File: src/rtl/core/traffic_rate_history_monitor_assert.svh
// Assertion macros for the traffic rate history monitor
`ifndef TRAFFIC_RATE_HISTORY_MONITOR_ASSERT_SVH
`define TRAFFIC_RATE_HISTORY_MONITOR_ASSERT_SVH

// Same-cycle implication, checked outside reset
`define TRHM_ASSERT_NOW(name, ante, cons) \
  name: assert property (@(posedge clk) disable iff (!rst_n) (ante) |-> (cons)) \
    else $error("trhm assertion failed");

// Next-cycle implication, checked outside reset
`define TRHM_ASSERT_NEXT(name, ante, cons) \
  name: assert property (@(posedge clk) disable iff (!rst_n) (ante) |=> (cons)) \
    else $error("trhm assertion failed");

`endif

File: src/rtl/core/trhm_pkg.sv
// Shared constants, types and helpers of the traffic rate history monitor
package trhm_pkg;

  localparam int COUNTER_BITS      = 48;
  localparam int RATE_BITS         = 40;
  localparam int TIME_BITS         = 48;
  localparam int SUM_BITS          = 52;
  localparam int CAP_BITS          = 13;
  localparam int START_BITS        = 12;
  localparam int SCALE_BITS        = 10;
  localparam int NUM_BITS          = COUNTER_BITS + SCALE_BITS;
  localparam int DEF_HISTORY_DEPTH = 4096;

  localparam logic [RATE_BITS-1:0] RATE_MAX    = '1;
  localparam logic [SUM_BITS-1:0]  SUM_MAX     = '1;
  localparam logic [CAP_BITS-1:0]  CAP_RESET   = CAP_BITS'(DEF_HISTORY_DEPTH);

  localparam logic CMD_SAMPLE = 1'b0;
  localparam logic CMD_QUERY  = 1'b1;
  localparam logic DIR_IN     = 1'b0;

  typedef struct packed {
    logic busy;
    logic done;
  } div_stat_t;

  // Multiply a byte delta by 1000 as 1024 - 16 - 8
  function automatic logic [NUM_BITS-1:0] scale_ms(input logic [COUNTER_BITS-1:0] d);
    logic [NUM_BITS-1:0] dx;
    dx = NUM_BITS'(d);
    return (dx << 10) - (dx << 4) - (dx << 3);
  endfunction

endpackage

File: src/rtl/core/trhm_div.sv
// Restoring divider, one quotient bit per cycle
module trhm_div import trhm_pkg::*; #(
  parameter int NUM_W = NUM_BITS,
  parameter int DEN_W = TIME_BITS
) (
  input  logic             clk,
  input  logic             rst_n,
  input  logic             start,
  input  logic [NUM_W-1:0] num,
  input  logic [DEN_W-1:0] den,
  output div_stat_t        stat,
  output logic [NUM_W-1:0] quot
);

  localparam int CNT_W = $clog2(NUM_W + 1);

  logic [DEN_W-1:0] den_r;
  logic [DEN_W-1:0] rem_r;
  logic [NUM_W-1:0] quot_r;
  logic [CNT_W-1:0] cnt_r;
  logic             busy_r;
  logic             done_r;
  logic [DEN_W:0]   trial;
  logic             qbit;

  // Shift the next dividend bit in and try a subtract
  always_comb begin
    trial = {rem_r, quot_r[NUM_W-1]};
    qbit  = (trial >= {1'b0, den_r});
  end

  always_ff @(posedge clk) begin
    if (!rst_n) begin
      busy_r <= 1'b0;
      done_r <= 1'b0;
      cnt_r  <= '0;
    end else begin
      done_r <= 1'b0;
      if (start) begin
        busy_r <= 1'b1;
        cnt_r  <= CNT_W'(NUM_W);
        den_r  <= den;
        rem_r  <= '0;
        quot_r <= num;
      end else if (busy_r) begin
        rem_r  <= qbit ? DEN_W'(trial - {1'b0, den_r}) : DEN_W'(trial);
        quot_r <= {quot_r[NUM_W-2:0], qbit};
        cnt_r  <= cnt_r - 1'b1;
        if (cnt_r == CNT_W'(1)) begin
          busy_r <= 1'b0;
          done_r <= 1'b1;
        end
      end
    end
  end

  assign stat.busy = busy_r;
  assign stat.done = done_r;
  assign quot      = quot_r;

endmodule

File: config.mk
export PLATFORM = sky130hd
export DESIGN_NAME = trhm_div
export DESIGN_NICKNAME = d
export VERILOG_FILES = /design/src/rtl/core/traffic_rate_history_monitor_assert.svh /design/src/rtl/core/trhm_pkg.sv /design/src/rtl/core/trhm_div.sv
export SDC_FILE = /design/constraint.sdc
export NUM_CORES = 1
export LEC_CHECK = 0
export BUFFER_PORTS_ARGS = -buffer_cell sky130_fd_sc_hd__buf_2
export CAP_MARGIN = 40
export CORE_AREA = 2 2 101 177
export CTS_CLUSTER_DIAMETER = 100
export DETAILED_ROUTE_END_ITERATION = 12
export DIE_AREA = 0 0 103 179
export PLACE_DENSITY = 0.8
export SYNTH_ARGS = -nofsm -noshare
export SYNTH_HDL_FRONTEND = slang
export SYNTH_SLANG_ARGS = --single-unit
File: constraint.sdc
create_clock -name clk -period 4 [get_ports clk]
set_clock_uncertainty 0.1 [all_clocks]
set_input_delay 0 -clock clk [delete_from_list [all_inputs] [get_ports clk]]
set_output_delay 0 -clock clk [all_outputs]
set_load 0.05 [all_outputs]
# ---- Yosys cells after proc, flatten, opt, wreduce, memory -nomap -nowiden
# Index checks and enable logic that the tools add are counted.
dict set report word_totals {
  regBits 162
  input_bits 109
  output_inout_bits 60
  word_cells 28
}
dict set report op_classes {
  add_sub_neg 2
  n_lt_le_gt_ge 1
  n_eq_ne 1
  muxes 10
  bitwise 2
  reduce_logical 5
}
# operator n
set ops {}
lappend ops {{2-to-1 mux 58 bit} 2}
lappend ops {{2-to-1 mux 48 bit} 2}
lappend ops {{greater-or-equal comparator 49 x 48 -> 1 bit} 1}
lappend ops {{subtractor 48 bit} 1}
lappend ops {{2-to-1 mux 6 bit} 2}
lappend ops {{== test 6 x 1 -> 1 bit, second input constant} 1}
lappend ops {{subtractor 6 x 1 -> 6 bit, second input constant} 1}
lappend ops {{2-to-1 mux 1 bit} 4}
lappend ops {{AND reduction 2 bit} 2}
lappend ops {{OR reduction 3 bit} 1}
lappend ops {{inverter 1 bit} 2}
lappend ops {{nonzero test 2 bit} 1}
lappend ops {{OR reduction 2 bit} 1}

# ---- Logic depth before layout (Yosys ltp)
dict set report logic_depth {
  word_depth 4
  mapped_depth 14
  depth_no_buf 12
}

# ---- Worst setup path after synthesis
# No wires, ideal clock.
dict set report synth_timing {
  path_type {input -> register}
  startpoint {input start}
  endpoint {register quot_r[0], in the netlist quot[0], enable pin}
  setup_time_ns 0.474
  arrival_time_ns 3.023
  required_time_ns 3.426
  path_slack_ns 0.403
  stages 3
  path_buffers 2
  cell_sequence {clkbuf_1 clkbuf_1 o21a_1}
}
dict set report synth_via {
  elab_chain_cells 2
}
# element line
set synth_rtl {}
lappend synth_rtl {{start, declared} trhm_div.sv:8} ;# input logic start,
lappend synth_rtl {{nonzero test 2 bit (no source line)} n/a}
lappend synth_rtl {{AND reduction 2 bit (no source line)} n/a}
lappend synth_rtl {{end signal, assigned} trhm_div.sv:44} ;# quot_r <= num;
lappend synth_rtl {{end signal, assigned} trhm_div.sv:47} ;# quot_r <= {quot_r[NUM_W-2:0], qbit};
lappend synth_rtl {{end, declared} trhm_div.sv:19} ;# logic [NUM_W-1:0] quot_r;
# Every way passes these cells.
# A chain may end at the register's enable or synchronous reset.

# ---- Worst setup path after layout
dict set report layout_timing {
  startpoint {register rem_r[15]}
  endpoint {register rem_r[40], data pin}
}
dict set report layout_via {
  elab_chain_cells 3
  elab_cells_between_ends 4
  cone_classes {1 x add/sub; 1 x order compare; 2 x mux}
}
# element line
set layout_rtl {}
lappend layout_rtl {{start, declared} trhm_div.sv:18} ;# logic [DEN_W-1:0] rem_r;
lappend layout_rtl {{start signal, assigned} trhm_div.sv:46} ;# rem_r <= qbit ? DEN_W'(trial - {1'b0, den_r}) : DEN_W'(trial);
lappend layout_rtl {{subtractor 48 bit or greater-or-equal comparator 49 x 48 -> 1 bit (tied branches)} {trhm_div.sv:46, trhm_div.sv:29}}
lappend layout_rtl {{2-to-1 mux 48 bit *} trhm_div.sv:46}
lappend layout_rtl {{2-to-1 mux 48 bit *} trhm_div.sv:45} ;# end else if (busy_r) begin
# Every way passes the cells marked *; elsewhere a longest branch is shown, timed or not. The select of a mux whose other input is x is not followed.

==> results.sh <==
export IMPL_status="finished, final reports clean"
export IMPL_port_buffers=168
export IMPL_grt_antenna_before_repair=0
export IMPL_cellPowerDensity_mw_per_mm2=433
export IMPL_grt_use_total_pct=28.9
export IMPL_ys_ff_latch=162
export IMPL_synth_edff_count=154
export IMPL_crit_chain="ha_1 > a21o_1 > a31oi_1 > o21ai_0 > o2111ai_4 > a211o_1 > and3_4 > or4_1 > nand4_1"
export IMPL_routed_wirelength_um=26000
export IMPL_grt_pass1_wl_um=40400
export IMPL_clk_pin_slew_ns=0.06
export IMPL_cts_root_buf="clkbuf_16"
export IMPL_yosysTopAreaCell="edfxtp_1"
export IMPL_cts_setup_buffers=0
export IMPL_whs_ns=0.158
export IMPL_rows=64
export IMPL_gp_congestion=0.958
export IMPL_start_kind="flop"
export IMPL_htreeDepth=4
export IMPL_core_mm2=0.0171
export IMPL_synth_async_reset_ratio_pct=0
export IMPL_p_leak_nw=5.16
export IMPL_nets=1322
export IMPL_dieArea_mm2=0.0184
export IMPL_tritoncts="built"
export IMPL_cap_viol_max_count=0
export IMPL_drv_slew=0
export IMPL_grt_max_degree=70
export IMPL_syn_inst=893
export IMPL_start_util_pct=55.7
export IMPL_cts_sinks=162
export IMPL_cts_buffer_depth=2
export IMPL_drt_iter0_markers=453
export IMPL_synth_main_ff_cell="edfxtp_1"
export IMPL_ys_seq_area_share_pct=50.1
export IMPL_max_slew_margin_rel_pct=45.1
export IMPL_cpPeakStageDelay_ns=0.59
export IMPL_critPathTopFamily="compound AO/OA/AOI/OAI gates"
export IMPL_setup_viol=0
export IMPL_die_y_um=179
export IMPL_syn_avg_cell_area_um2=10.7
export IMPL_crit_required_ns=4.20
export IMPL_p_total_mw=5.34
export IMPL_cp_num_buf_inv=0
export IMPL_area_delta_synth_final_pct=29.2
export IMPL_dp_hpwl_um=17400
export IMPL_ios=169
export IMPL_postRouteAntennaNets=0
export IMPL_cp_slowest_cell="o21ai_0"
export IMPL_arrival_ns=3.74
export IMPL_dp_cells=1266
export IMPL_hold_viol_final=0
export IMPL_vias=8168
export IMPL_crit_path_end_kind="flop"
export IMPL_path_max_fanout=42
export IMPL_timing_fmax_mhz=282
export IMPL_netlist_area_mm2=0.00955
export IMPL_vdd_ir_drop_max_mv=0.328
export IMPL_synth_warnings=0
export IMPL_dr_pass1_iters=5
export IMPL_num_antenna_cells=0
export IMPL_syn_nets=1053
export IMPL_tns_ns=0
export IMPL_tightest_slew_ns=0.818
export IMPL_numCtsBuffers=17
export IMPL_synth_top_area_share_pct=48.4
export IMPL_drive_gt1_share_pct=24.4
export IMPL_grt_pass1_vias=8394
export IMPL_path_class="reg2reg"
export IMPL_synth_area_top_cells="edfxtp_1 48%, mux2_2 6.8%, ha_1 6.6%, nand2_1 4.0%, a21oi_1 3.9%"
export IMPL_period_needed_ns=3.54
export IMPL_clk_latency_ns=0.45
export IMPL_period_share_pct=88.6
export IMPL_synth_cell_type_count=74
export IMPL_grt_overflow=0
export IMPL_die_width_um=103
export IMPL_wl_per_cell_um=18.5
export IMPL_drc=0
export IMPL_final_cell_count_no_fill=1406
export IMPL_via_per_inst=5.81
export IMPL_worstHoldPathType="in2reg"
export IMPL_rsz0062_at_grt="false"
[state kept, by name, summed over array words and instances (netlist names)]
name    flops
quot       58
den_r      48
rem_r      48
cnt_r       6
busy_r      1
done_r      1
[layout by cell type (no fill, tap or decap), drive strengths merged, types with 21 or more instances in the layout]
cell type    instances
o21ai               34
ha                  50
inv                 66
mux2                58
dlygate4sd3        108
nor2                52
clkbuf              22
nand2              103
buf                180
xnor2               21
edfxtp             154
a21o                28
nand3               29
a21oi               74
[synth_stat cells (5+ instances only)]
master,number
a21o_1,28
nor2b_1,8
xnor2_1,21
or2_2,5
a21oi_1,74
o21a_1,7
a211o_1,5
xor2_1,10
ha_1,50
nand3_1,29
nor2_1,50
nor3_1,8
buf_2,10
dfxtp_1,8
edfxtp_1,154
clkbuf_1,20
a21boi_0,7
nand2_1,103
and2_1,6
o21ai_0,33
or3_1,8
a31oi_1,12
and3_1,11
a211oi_1,13
mux2_2,58
nand4_1,10
inv_1,66
[per-layer routing]
layer | up-vias | wire, um | global-route usage (%)
met2 | 341 | 14200 | 53.1
li1 | 3845 | - | -
met5 | - | 0 | 0
met1 | 3896 | 9270 | 28.8
met4 | 0 | 1120 | 15.7
met3 | 86 | 1490 | 7.10
[cell type report]
type | instances | area (um^2)
Sequential cell | 162 | 4780
Inverter | 67 | 251
Tap cell | 231 | 289
Timing Repair Buffer | 288 | 2050
Multi-Input combinational cell | 626 | 4330
Clock inverter | 10 | 159
Clock buffer | 22 | 464
Fill cell | 1237 | 4800
[worst paths after layout]
check	startpoint	endpoint	slack (ns)	depth (start not counted)
max	rem_r[15]$_SDFFCE_PP0P_	rem_r[40]$_SDFFCE_PP0P_	0.46	9
max reg2reg	rem_r[15]$_SDFFCE_PP0P_	rem_r[40]$_SDFFCE_PP0P_	0.46	9
min	den[44]	den_r[44]$_DFFE_PP_	0.16	2
min reg2reg	cnt_r[0]$_SDFFE_PP0P_	cnt_r[0]$_SDFFE_PP0P_	0.47	2
[metrics by stage]
step / util, % / worst slack (ns) / area (um^2)
final: 72.0 / 0.458 / 12300
after global routing: 72.0 / 0.258 / 12300
after CTS: 72.0 / 0.483 / 12300
after detailed placement: 62.0 / 0.495 / 10600
after global placement: 61.9 / 0.576 / 10600
after floorplan: - / 0.403 / 9550
[timing repair]
action / in CTS / in global routing
hold endpoints to repair: 118 / 0
hold buffers: 108 / 0
resized for setup: 0 / 0
[power by group]
group          total (mW)  switching [mW]  internal [mW]
Clock                1.77           0.691           1.08
Combinational        1.47           0.880          0.588
Sequential           2.11          0.0721           2.04
[logic make-up (layout without fill, tap and decap cells)]
family	after synthesis	in the layout	share of synthesized area [%]
AO/OA/AOI/OAI	222	222	15.4
flip-flops	162	162	50.1
adder cells (fa/ha/maj)	51	51	6.76
buffers and inverters	105	387	4.59
XOR/XNOR	31	31	2.84
multiplexers	60	60	7.05
AND/OR/NAND/NOR	262	262	13.2
Power figures use the tool's default switching activity.
